===== src/hdl/nwbm_pkg.sv =====
`timescale 1ns / 1ps

package nwbm_pkg;

    localparam int ADDR_W    = 64;
    localparam int LEN_W     = 5;
    localparam int CFG_IDX_W = 3;
    localparam int CFG_W     = 64;
    localparam int LANES     = 16;

    typedef enum logic [CFG_IDX_W-1:0] {
        REG_PATTERN_LOW    = 3'd0,
        REG_PATTERN_HIGH   = 3'd1,
        REG_MASK_LOW       = 3'd2,
        REG_MASK_HIGH      = 3'd3,
        REG_PATTERN_LENGTH = 3'd4
    } cfg_reg_t;

    localparam logic [7:0] MASK_WILD     = 8'h00;
    localparam logic [7:0] MASK_HIGH_NIB = 8'hF0;
    localparam logic [7:0] MASK_LOW_NIB  = 8'h0F;
    localparam logic [7:0] MASK_FULL     = 8'hFF;

    typedef struct packed {
        logic [LANES*8-1:0] pattern;
        logic [LANES*8-1:0] mask;
        logic [LEN_W-1:0]   length;
    } cfg_t;

    // item held in the window stage
    typedef struct packed {
        logic              valid;
        logic [LEN_W-1:0]  seen;
        logic [ADDR_W-1:0] addr;
    } stage_t;

    function automatic logic position_ok(input logic [7:0] cur, input logic [7:0] pat,
                                         input logic [7:0] m);
        logic ok;
        if (m == MASK_WILD) begin
            ok = 1'b1;
        end else if (m == MASK_HIGH_NIB) begin
            ok = ((cur & MASK_HIGH_NIB) == pat);
        end else if (m == MASK_LOW_NIB) begin
            ok = ((cur & MASK_LOW_NIB) == pat);
        end else begin
            ok = ((cur & MASK_FULL) == pat);
        end
        return ok;
    endfunction

endpackage


===== src/hdl/nwbm_regs.sv =====
`timescale 1ns / 1ps

module nwbm_regs
    import nwbm_pkg::*;
(
    input  logic                 aclk,
    input  logic                 aresetn,
    input  logic                 cfg_valid,
    output logic                 cfg_ready,
    input  logic [CFG_IDX_W-1:0] cfg_index,
    input  logic [CFG_W-1:0]     cfg_data,
    output cfg_t                 cfg
);

    logic [CFG_W-1:0] pat_lo_reg, pat_hi_reg, mask_lo_reg, mask_hi_reg;
    logic [LEN_W-1:0] len_reg;

    assign cfg_ready = 1'b1;

    always_ff @(posedge aclk) begin
        if (!aresetn) begin
            pat_lo_reg  <= '0;
            pat_hi_reg  <= '0;
            mask_lo_reg <= '0;
            mask_hi_reg <= '0;
            len_reg     <= '0;
        end else if (cfg_valid) begin
            unique case (cfg_index)
                REG_PATTERN_LOW:    pat_lo_reg  <= cfg_data;
                REG_PATTERN_HIGH:   pat_hi_reg  <= cfg_data;
                REG_MASK_LOW:       mask_lo_reg <= cfg_data;
                REG_MASK_HIGH:      mask_hi_reg <= cfg_data;
                REG_PATTERN_LENGTH: len_reg     <= cfg_data[LEN_W-1:0];
                default: ;
            endcase
        end
    end

    assign cfg.pattern = {pat_hi_reg, pat_lo_reg};
    assign cfg.mask    = {mask_hi_reg, mask_lo_reg};
    assign cfg.length  = len_reg;

endmodule


===== src/hdl/nwbm_window.sv =====
`timescale 1ns / 1ps

module nwbm_window
    import nwbm_pkg::*;
#(
    parameter int PATTERN_MAX = 16
) (
    input  logic                         aclk,
    input  logic                         aresetn,
    input  logic                         s_valid,
    output logic                         s_ready,
    input  logic [7:0]                   s_data_byte,
    input  logic                         s_restart,
    input  logic [ADDR_W-1:0]            s_base_address,
    input  logic                         take,
    output stage_t                       stage,
    output logic [PATTERN_MAX-1:0][7:0]  window
);

    logic [PATTERN_MAX-1:0][7:0] win_reg, win_next;
    logic                        valid_reg, valid_next;
    logic [LEN_W-1:0]            seen_reg, seen_next, seen_base;
    logic [ADDR_W-1:0]           next_addr_reg, next_addr_next, addr_base;
    logic [ADDR_W-1:0]           item_addr_reg, item_addr_next;
    logic                        accept;

    assign s_ready = !valid_reg || take;
    assign accept  = s_valid && s_ready;

    always_comb begin
        // a restart drops the count and rebases the address before the byte lands
        seen_base = s_restart ? '0 : seen_reg;
        addr_base = s_restart ? s_base_address : next_addr_reg;

        win_next       = win_reg;
        seen_next      = seen_reg;
        next_addr_next = next_addr_reg;
        item_addr_next = item_addr_reg;
        valid_next     = valid_reg && !take;
        if (accept) begin
            win_next[0] = s_data_byte;
            for (int i = 1; i < PATTERN_MAX; i++) begin
                win_next[i] = win_reg[i-1];
            end
            seen_next      = (seen_base == LEN_W'(PATTERN_MAX)) ? seen_base
                                                                : seen_base + 1'b1;
            item_addr_next = addr_base;
            next_addr_next = addr_base + 1'b1;
            valid_next     = 1'b1;
        end
    end

    always_ff @(posedge aclk) begin
        if (!aresetn) begin
            valid_reg     <= 1'b0;
            seen_reg      <= '0;
            next_addr_reg <= '0;
        end else begin
            valid_reg     <= valid_next;
            seen_reg      <= seen_next;
            next_addr_reg <= next_addr_next;
        end
    end

    always_ff @(posedge aclk) begin
        win_reg       <= win_next;
        item_addr_reg <= item_addr_next;
    end

    assign stage.valid = valid_reg;
    assign stage.seen  = seen_reg;
    assign stage.addr  = item_addr_reg;
    assign window      = win_reg;

endmodule


===== src/hdl/nwbm_compare.sv =====
`timescale 1ns / 1ps

module nwbm_compare
    import nwbm_pkg::*;
#(
    parameter int PATTERN_MAX = 16
) (
    input  logic                         aclk,
    input  logic                         aresetn,
    input  cfg_t                         cfg,
    input  stage_t                       stage,
    input  logic [PATTERN_MAX-1:0][7:0]  window,
    output logic                         take,
    output logic                         m_valid,
    input  logic                         m_ready,
    output logic [ADDR_W-1:0]            m_match_address
);

    localparam int IDX_W = (PATTERN_MAX > 1) ? $clog2(PATTERN_MAX) : 1;

    logic              len_ok, all_ok, hit;
    logic              out_valid_reg, out_valid_next;
    logic [ADDR_W-1:0] out_addr_reg, out_addr_next;

    always_comb begin
        logic [LEN_W-1:0] sel;
        logic [7:0]       cur;
        len_ok = (cfg.length != '0) && (cfg.length <= LEN_W'(PATTERN_MAX))
                 && (stage.seen >= cfg.length);
        all_ok = 1'b1;
        sel    = '0;
        cur    = '0;
        // pattern position i lines up with the byte that arrived length-1-i ago
        for (int i = 0; i < PATTERN_MAX; i++) begin
            sel = cfg.length - LEN_W'(i) - 1'b1;
            if (LEN_W'(i) < cfg.length) begin
                cur = window[sel[IDX_W-1:0]];
                if (!position_ok(cur, cfg.pattern[8*i +: 8], cfg.mask[8*i +: 8])) begin
                    all_ok = 1'b0;
                end
            end
        end
        hit = stage.valid && len_ok && all_ok;
    end

    // drop a miss at once; hold a hit until the result register frees up
    assign take = stage.valid && (!hit || !out_valid_reg || m_ready);

    always_comb begin
        out_valid_next = out_valid_reg;
        out_addr_next  = out_addr_reg;
        if (hit && take) begin
            out_valid_next = 1'b1;
            out_addr_next  = stage.addr - ADDR_W'(cfg.length) + 1'b1;
        end else if (m_ready) begin
            out_valid_next = 1'b0;
        end
    end

    always_ff @(posedge aclk) begin
        if (!aresetn) begin
            out_valid_reg <= 1'b0;
        end else begin
            out_valid_reg <= out_valid_next;
        end
    end

    always_ff @(posedge aclk) begin
        out_addr_reg <= out_addr_next;
    end

    assign m_valid         = out_valid_reg;
    assign m_match_address = out_addr_reg;

endmodule


===== src/hdl/nibble_wildcard_byte_matcher.sv =====
`timescale 1ns / 1ps
// Channel   Ports                                               Direction
// input     s_valid s_ready s_data_byte s_restart s_base_address  in
// result    m_valid m_ready m_match_address                       out
// config    cfg_valid cfg_ready cfg_index cfg_data                 in
//
// One byte per cycle while no matching byte waits behind a held result; a match shows on
// m_valid once its byte is taken into the window register and then, after the parallel
// compare, into the result register.
// A miss leaves the window stage the next cycle even while a result waits.
// Synchronous active-low reset clears the window count, address and both valids.
// A pending result stalls input only when the held byte also matches.
module nibble_wildcard_byte_matcher
    import nwbm_pkg::*;
#(
    parameter int PATTERN_MAX = 16
) (
    input  logic                 aclk,
    input  logic                 aresetn,
    input  logic                 s_valid,
    output logic                 s_ready,
    input  logic [7:0]           s_data_byte,
    input  logic                 s_restart,
    input  logic [ADDR_W-1:0]    s_base_address,
    output logic                 m_valid,
    input  logic                 m_ready,
    output logic [ADDR_W-1:0]    m_match_address,
    input  logic                 cfg_valid,
    output logic                 cfg_ready,
    input  logic [CFG_IDX_W-1:0] cfg_index,
    input  logic [CFG_W-1:0]     cfg_data
);

    cfg_t                        cfg;
    stage_t                      stage;
    logic [PATTERN_MAX-1:0][7:0] window;
    logic                        take;

    nwbm_regs u_regs (
        .aclk      (aclk),
        .aresetn   (aresetn),
        .cfg_valid (cfg_valid),
        .cfg_ready (cfg_ready),
        .cfg_index (cfg_index),
        .cfg_data  (cfg_data),
        .cfg       (cfg)
    );

    nwbm_window #(.PATTERN_MAX(PATTERN_MAX)) u_window (
        .aclk           (aclk),
        .aresetn        (aresetn),
        .s_valid        (s_valid),
        .s_ready        (s_ready),
        .s_data_byte    (s_data_byte),
        .s_restart      (s_restart),
        .s_base_address (s_base_address),
        .take           (take),
        .stage          (stage),
        .window         (window)
    );

    nwbm_compare #(.PATTERN_MAX(PATTERN_MAX)) u_compare (
        .aclk            (aclk),
        .aresetn         (aresetn),
        .cfg             (cfg),
        .stage           (stage),
        .window          (window),
        .take            (take),
        .m_valid         (m_valid),
        .m_ready         (m_ready),
        .m_match_address (m_match_address)
    );

endmodule


===== config.mk =====
export PLATFORM = sky130hd
export DESIGN_NAME = nibble_wildcard_byte_matcher
export DESIGN_NICKNAME = d
export VERILOG_FILES = /design/src/hdl/nwbm_pkg.sv /design/src/hdl/nwbm_regs.sv /design/src/hdl/nwbm_window.sv /design/src/hdl/nwbm_compare.sv /design/src/hdl/nibble_wildcard_byte_matcher.sv
export SDC_FILE = /design/constraint.sdc
export NUM_CORES = 2
export LEC_CHECK = 0
export ABC_CLOCK_PERIOD_IN_PS = 10900
export BUFFER_PORTS_ARGS = -buffer_cell sky130_fd_sc_hd__buf_4
export CAP_MARGIN = 25
export CORE_MARGIN = 3
export CORE_UTILIZATION = 55
export DETAILED_ROUTE_END_ITERATION = 8
export HOLD_SLACK_MARGIN = 0.03
export PLACE_DENSITY = 0.83
export SLEW_MARGIN = 0
export SYNTH_ARGS = -nofsm -noshare
export SYNTH_HDL_FRONTEND = slang
export SYNTH_SLANG_ARGS = --single-unit
export TNS_END_PERCENT = 100

===== constraint.sdc =====
create_clock -name aclk -period 10.9 [get_ports aclk]
set_clock_uncertainty 0.1 [all_clocks]
set_input_delay 1.09 -clock aclk [delete_from_list [all_inputs] [get_ports aclk]]
set_output_delay 1.09 -clock aclk [all_outputs]
set_load 0.02 [all_outputs]

* Yosys cells after proc, flatten, opt, wreduce, memory -nomap -nowiden
Cells that the tools add are included.
** Operators by class
- $lt $le $gt $ge :: 34
- Reduce and logical (&&, ||, !) cells :: 39
- Equality and inequality tests :: 85
- Multiplexer cells :: 134
- $add $sub $neg :: 34
** Operators by type and width (count)
- binary-select mux 8 bit (select 4 bit) :: 16
- == test 8 bit :: 32
- adder 64 x 1 -> 64 bit, second input constant :: 2
- == test 4 x 8 -> 1 bit :: 16
- == test 8 x 4 -> 1 bit, second input constant :: 16
- == test 8 bit, second input constant :: 16
- logical NOT 8 bit :: 16
- two-way mux 8 bit :: 16
- two-way mux 1 bit :: 99
- less-than comparator 4 x 5 -> 1 bit, second input constant :: 16
- two-way mux 64 bit :: 1
- subtractor 4 x 1 -> 4 bit, second input constant :: 16
- subtractor 64 x 5 -> 64 bit :: 1
- less-than comparator 4 x 5 -> 1 bit, first input constant :: 8
- subtractor 4 bit, second input constant :: 8
- less-than comparator 3 x 5 -> 1 bit, first input constant :: 4
- subtractor 4 x 3 -> 4 bit, second input constant :: 4
- less-than comparator 1 x 5 -> 1 bit, first input constant :: 2
- less-than comparator 2 x 5 -> 1 bit, first input constant :: 2
- two-way mux 5 bit :: 2
- AND reduction 2 bit :: 5
- logical AND 1 bit :: 8
- subtractor 4 x 2 -> 4 bit, second input constant :: 2
- == test 3 x 2 -> 1 bit, second input constant :: 2
- other kinds (11) :: 16
** Storage, ports and cells
- Output and inout bits :: 67
- Bits in registers :: 588
- Bits of input ports :: 145

* Depth between registers and ports, before layout
- Word-level depth :: 48
- Depth in mapped cells :: 26
- Mapped depth without buffers :: 18

* By module
From an unflattened synthesis, not the netlist that was laid out.
** Second synthesis, totals
- Cells, all modules :: 3721
- Area total of the unflattened synthesis :: 38904.8 um2
** By module, submodules not included
- nwbm_compare :: sequential area each 1941.9 um2, instances 1, cells each 1889, area each 17912.2 um2
- nwbm_window :: sequential area each 7166.9 um2, instances 1, cells each 913, area each 11319.6 um2
- nwbm_regs :: sequential area each 5225.0 um2, instances 1, cells each 919, area each 9673.0 um2

* Worst setup path after synthesis
Ideal clock, no wire load.
- Kind :: register to register
- From :: register u_regs.len_reg[0]
- To :: register u_compare.out_addr_reg[0], in the netlist u_compare.m_match_address[0], enable pin
- Stages on the path, launching flop included :: 20
- Library setup time :: 0.565 ns
- Required time :: 10.235 ns
- Path slack :: 1.418 ns
- Arrival time :: 8.818 ns
- Cells stage by stage :: dfxtp_1 > buf_2 > buf_6 > buf_6 > buf_4 > inv_2 > buf_2 > buf_2 > ha_1 > buf_4 > buf_2 > buf_1 > mux4_2 > mux4_2 > o21ai_0 > a22oi_1 > or4_1 > a22oi_1 > nand4_1 > nor3_1
** On the way
- Longest elaborated chain between the ends :: 46
- Elaborated cells on any way between the ends :: 234
** Ends and longest elaborated chain
- start: declaration :: line nwbm_regs.sv:16 : logic [LEN_W-1:0] len_reg;
- start signal: assignment :: line nwbm_regs.sv:33 : REG_PATTERN_LENGTH: len_reg <= cfg_data[LEN_W-1:0];
- parallel branches: the longest is 40 deep, another holds subtractor 4 x 1 -> 4 bit
- logical AND 1 bit (*) :: line nwbm_compare.sv:43 : hit = stage.valid && len_ok && all_ok;
- logical NOT 1 bit :: line nwbm_compare.sv:47 : assign take = stage.valid && (!hit || !out_valid_reg || m_ready);
- logical OR 1 bit (2 in series) :: line nwbm_compare.sv:47
- logical AND 1 bit :: line nwbm_compare.sv:47
- logical AND 1 bit (*) :: line nwbm_compare.sv:52 : if (hit && take) begin
- end signal: assignment :: line nwbm_compare.sv:69 : out_addr_reg <= out_addr_next;
- end: declaration :: line nwbm_compare.sv:23 : logic [ADDR_W-1:0] out_addr_reg, out_addr_next;
Every way passes the cells marked *. The select of a mux whose other input is x is not followed.
A chain may end at the register's enable or synchronous reset.

* Worst setup path in the final report
- From :: register u_regs.len_reg[0]
- To :: register u_window.win_reg, in the netlist u_window.window[4], enable pin
** On the way
- Longest elaborated chain between the ends :: 47
- Elaborated cells on any way between the ends :: 235
** Ends and longest elaborated chain
- parallel branches: the longest is 40 deep, another holds subtractor 4 x 1 -> 4 bit
- logical AND 1 bit (*) :: line nwbm_compare.sv:43
- logical NOT 1 bit (*) :: line nwbm_compare.sv:47
- logical OR 1 bit (*) (2 in series) :: line nwbm_compare.sv:47
- logical AND 1 bit (*) :: line nwbm_compare.sv:47
- logical OR 1 bit (*) :: line nwbm_window.sv:27 : assign s_ready = !valid_reg || take;
- logical AND 1 bit (*) :: line nwbm_window.sv:28 : assign accept = s_valid && s_ready;
- net u_window.accept :: line nwbm_window.sv:25 : logic accept;
- end signal: assignment :: line nwbm_window.sv:66 : win_reg <= win_next;
- end: declaration :: line nwbm_window.sv:20 : logic [PATTERN_MAX-1:0][7:0] win_reg, win_next;
Mark *: on every way through the listed nets, which the timed path passes. The select of a mux whose other input is x is not followed.

==> impl_metrics.prom <==
# TYPE chip_impl_metric gauge
chip_impl_metric{name="drt_wirelength",unit="mm"} 110.1
chip_impl_metric{name="synth_fa_ha_area_share",unit="%"} 2.887
chip_impl_metric{name="cap_violations",unit=""} 0
chip_impl_metric{name="cts_inserted_buffers",unit=""} 61
chip_impl_metric{name="final_net_count",unit=""} 3942
chip_impl_info{name="mostFrequentLayoutCells",value="693 x sky130_fd_sc_hd__nand2_1, 335 x sky130_fd_sc_hd__a21oi_1, 329 x sky130_fd_sc_hd__dfxtp_1, 296 x sky130_fd_sc_hd__mux4_2, 256 x sky130_fd_sc_hd__edfxtp_1"} 1
chip_impl_metric{name="wl_per_cell",unit="um"} 23.76
chip_impl_metric{name="route.detailed.vias_per_inst",unit=""} 6.710
chip_impl_metric{name="clock_tree.htree_level_count",unit=""} 2
chip_impl_metric{name="path_max_fanout",unit=""} 141
chip_impl_metric{name="synthToLayoutAreaGrowth",unit="%"} 11.26
chip_impl_metric{name="start_util",unit="%"} 55.94
chip_impl_metric{name="dr_wl_met2",unit="mm"} 48.37
chip_impl_metric{name="synth.lib_cells_used.distinct",unit=""} 85
chip_impl_metric{name="row_count",unit=""} 94
chip_impl_metric{name="synth-compound-area-share",unit="%"} 10.19
chip_impl_info{name="crit_path_end_kind",value="flip-flop"} 1
chip_impl_info{name="min_path_type",value="flip-flop to flip-flop"} 1
chip_impl_metric{name="fillers",unit=""} 5000
chip_impl_metric{name="ctsLongestPathBuffers",unit=""} 3
chip_impl_metric{name="syn_nets",unit=""} 3836
chip_impl_metric{name="max_freq",unit="GHz"} 0.1229
chip_impl_metric{name="cp_num_buf_inv",unit=""} 5
chip_impl_metric{name="worst_skew_pair.late_latency",unit="ps"} 670
chip_impl_info{name="cell_by_cell_listing_of_the_critical_path",value="inv_2 -> ha_4 -> buf_16 -> buf_4 -> mux4_2 -> mux2i_1 -> mux2i_1 -> nor4bb_1 -> a22oi_1 -> a32oi_1 -> o311ai_0 -> a222oi_1 -> nand4_1 -> o31ai_4 -> inv_8 -> buf_4"} 1
chip_impl_info{name="cpLargestDelayFamily",value="buffers and inverters"} 1
chip_impl_metric{name="period_needed",unit="ps"} 8138
chip_impl_info{name="cts_root_buffer",value="sky130_fd_sc_hd__clkbuf_16"} 1
chip_impl_metric{name="dieWidth",unit="um"} 265.7
chip_impl_metric{name="net_sw_share",unit="%"} 28.27
chip_impl_metric{name="critical_path_arrival",unit="ps"} 8350
chip_impl_info{name="crit_type",value="flip-flop to flip-flop"} 1
chip_impl_metric{name="cts_resized",unit=""} 0
chip_impl_metric{name="cp.required",unit="ps"} 11110
chip_impl_metric{name="layout.core_utilization",unit="%"} 62.24
chip_impl_metric{name="design.die.area",unit="mm^2"} 0.07062
chip_impl_metric{name="numClockSinks",unit=""} 588
chip_impl_metric{name="hold-worst-slack",unit="ps"} 366.2
chip_impl_metric{name="place.port_buffers",unit=""} 210
chip_impl_metric{name="synth_simple_gate_area_share",unit="%"} 15.09
chip_impl_info{name="final_common_cell",value="sky130_fd_sc_hd__nand2_1"} 1
chip_impl_metric{name="wl_met3",unit="mm"} 14.99
chip_impl_metric{name="place_hpwl",unit="mm"} 76.98
chip_impl_metric{name="antenna_found_initial",unit=""} 10
chip_impl_info{name="worstSetupStartpointType",value="flip-flop"} 1
chip_impl_metric{name="critical-path-max-stage-delay",unit="ps"} 910
chip_impl_metric{name="slew-limit-headroom",unit="%"} 19.16
chip_impl_metric{name="core_region_area",unit="mm^2"} 0.06633
chip_impl_metric{name="dr.pass1.iters",unit=""} 7
chip_impl_metric{name="via_count_of_the_first_global_routing_pass",unit=""} 29140
chip_impl_metric{name="detail-route-antenna-nets",unit=""} 0
chip_impl_metric{name="cts_hold_buf",unit=""} 0
chip_impl_metric{name="ys_async_sr_fraction",unit="%"} 0
chip_impl_metric{name="largest_reg_flops",unit=""} 128
chip_impl_metric{name="syn_inst",unit=""} 3606
chip_impl_metric{name="p_clk_share",unit="%"} 37.0
chip_impl_metric{name="drt_iter0_drc",unit=""} 4871
chip_impl_metric{name="postCtsSetupBuffers",unit=""} 0
chip_impl_metric{name="sequentialPowerShare",unit="%"} 44.6
chip_impl_metric{name="drv_slew",unit=""} 0
chip_impl_info{name="synth_top_family_by_area",value="multiplexers"} 1
chip_impl_metric{name="die-height",unit="um"} 265.7
chip_impl_metric{name="synth_edf_count",unit=""} 256
chip_impl_metric{name="yosysSeqAreaShare",unit="%"} 38.63
chip_impl_metric{name="drcViolationCount",unit=""} 0
chip_impl_metric{name="drt-met1-wl",unit="mm"} 39.86
chip_impl_metric{name="grt_overflow_total",unit=""} 0
chip_impl_info{name="dominantRegCellSynth",value="sky130_fd_sc_hd__dfxtp_1"} 1
chip_impl_metric{name="setup_viol",unit=""} 0
chip_impl_metric{name="muxShareOfSynthArea",unit="%"} 24.05
chip_impl_metric{name="synth.ff_latch_count",unit=""} 588
chip_impl_info{name="timing.critical_path.slowest_stage_cell",value="sky130_fd_sc_hd__o31ai_4"} 1
chip_impl_metric{name="grt_util_all_layers",unit="%"} 30.30
chip_impl_info{name="highest_layer",value="met5"} 1
chip_impl_metric{name="routed-via-count",unit=""} 31100
chip_impl_metric{name="xor_xnor_portion_of_the_synthesized_cell_area",unit="%"} 5.142
chip_impl_metric{name="grt_pass1_wl",unit="mm"} 168.4
chip_impl_metric{name="max_slew.worst_pin.slew",unit="ps"} 1213
chip_impl_metric{name="worst_setup_hold_path_clk_slew",unit="ps"} 60
chip_impl_metric{name="gp_congestion",unit=""} 1.033
chip_impl_metric{name="gate_power_share",unit="%"} 18.3
chip_impl_metric{name="power_per_cell_area",unit="mW/mm^2"} 137.2
chip_impl_metric{name="grt_start_max_net_pins",unit=""} 195
chip_impl_metric{name="power.net_switching",unit="mW"} 1.601
chip_impl_metric{name="netlist_area",unit="mm^2"} 0.03710
chip_impl_metric{name="pin_count",unit=""} 212
chip_impl_metric{name="final_layout_setup_total_negative_slack",unit="ps"} 0
chip_impl_info{name="grt_setup_unrepaired",value="no"} 1
chip_impl_metric{name="finalCritPeriodShare",unit="%"} 74.66
chip_impl_info{name="outcome",value="complete, no violations"} 1
chip_impl_info{name="tritoncts",value="built"} 1
chip_impl_metric{name="hold_viol_final",unit=""} 0
chip_impl_metric{name="synth_area_per_inst",unit="um^2"} 10.29
chip_impl_metric{name="p_int",unit="mW"} 4.062
chip_impl_metric{name="yosys_warnings",unit=""} 0
chip_impl_metric{name="leakagePower",unit="nW"} 14.90
chip_impl_metric{name="fraction_of_final_layout_cells_sized_beyond_drive_strength_1",unit="%"} 19.19
chip_impl_metric{name="irDropWorstVdd",unit="mV"} 0.1299
[cells by family (layout without fill, tap and decap cells)]
| logic type | after synthesis | after routing |
|---|---|---|
| and+or+nand+nor | 1225 | 1225 |
| adders and majority gates | 85 | 85 |
| other | 1 | 9 |
| xor gates and xnor gates | 211 | 211 |
| DFF | 588 | 588 |
| AOI/OAI and AO/OA | 636 | 636 |
| buffers and inverters | 346 | 502 |
| muxes | 514 | 514 |
[final timing paths]
| check | start | to | slack [ps] | cells past startpoint |
|---|---|---|---|---|
| max | u_regs.len_reg[0] | u_window.window[4] | 2760 | 16 |
| min | u_regs.mask_lo_reg[37] | u_regs.mask_lo_reg[37] | 370 | 2 |
| max reg2reg | u_regs.len_reg[0] | u_window.window[4] | 2760 | 16 |
| min reg2reg | u_regs.mask_lo_reg[37] | u_regs.mask_lo_reg[37] | 370 | 2 |
[stage by stage]
step | std cells | worst slack [ps] | area [um^2] | power [mW]
detailed placement | 4512 | 2774 | 39220 | 3.564
global placement | 4512 | 3007 | 39220 | 3.533
finish | 4634 | 2762 | 41280 | 5.663
global route | 4634 | 2322 | 41280 | 5.845
floorplan | 3606 | 1418 | 37100 | 3.254
CTS | 4625 | 2696 | 41240 | 5.638
[tightest hold or removal path, stage by stage, from the launching register on]
cell,delay (ps)
sky130_fd_sc_hd__dfxtp_1,320
sky130_fd_sc_hd__nand2_1,50
sky130_fd_sc_hd__a21oi_1,50
[cell usage after synthesis, types with 54 or more instances]
library cell / count / area (um^2)
sky130_fd_sc_hd__mux4_2: 296 / 6666
sky130_fd_sc_hd__dfxtp_1: 332 / 6646
sky130_fd_sc_hd__mux2i_1: 171 / 1712
sky130_fd_sc_hd__nand4_1: 54 / 337.8
sky130_fd_sc_hd__xor2_1: 64 / 560.5
sky130_fd_sc_hd__nand2_1: 694 / 2605
sky130_fd_sc_hd__clkbuf_1: 116 / 435.4
sky130_fd_sc_hd__edfxtp_1: 256 / 7687
sky130_fd_sc_hd__nand3_1: 57 / 285.3
sky130_fd_sc_hd__inv_1: 143 / 536.8
sky130_fd_sc_hd__nor2_1: 175 / 656.9
sky130_fd_sc_hd__o21ai_0: 80 / 400.4
sky130_fd_sc_hd__a21oi_1: 335 / 1677
sky130_fd_sc_hd__ha_1: 84 / 1051
sky130_fd_sc_hd__xnor2_1: 142 / 1244
[power by group through the flow]
stage	logic, mW	clock network, mW	registers [mW]
4_1_cts	1.01	2.11	2.52
5_1_grt	1.11	2.20	2.53
2_1_floorplan	0.724	0	2.53
3_3_place_gp	0.974	0	2.56
6_report	1.04	2.10	2.53
3_5_place_dp	1.00	0	2.56
[metal layers]
metal | GRT usage (%) | up-vias
li1 | - | 13570
met4 | 15.29 | 4
met1 | 39.17 | 14900
met3 | 10.17 | 419
met2 | 45.64 | 2199
met5 | 1.351 | -
[cell type report]
type	count	area, um^2	share of cell area, %
inverters	146	563.0	1.364
well taps	864	1081	2.619
repair buffers	243	1857	4.498
flip-flops and latches	588	14340	34.74
clock buffers	94	1836	4.446
multi-input cells	2672	21400	51.84
diodes	8	20.02	0.04849
clock inverters	19	181.4	0.4395
Note: power is estimated with default switching activity, not from simulation.
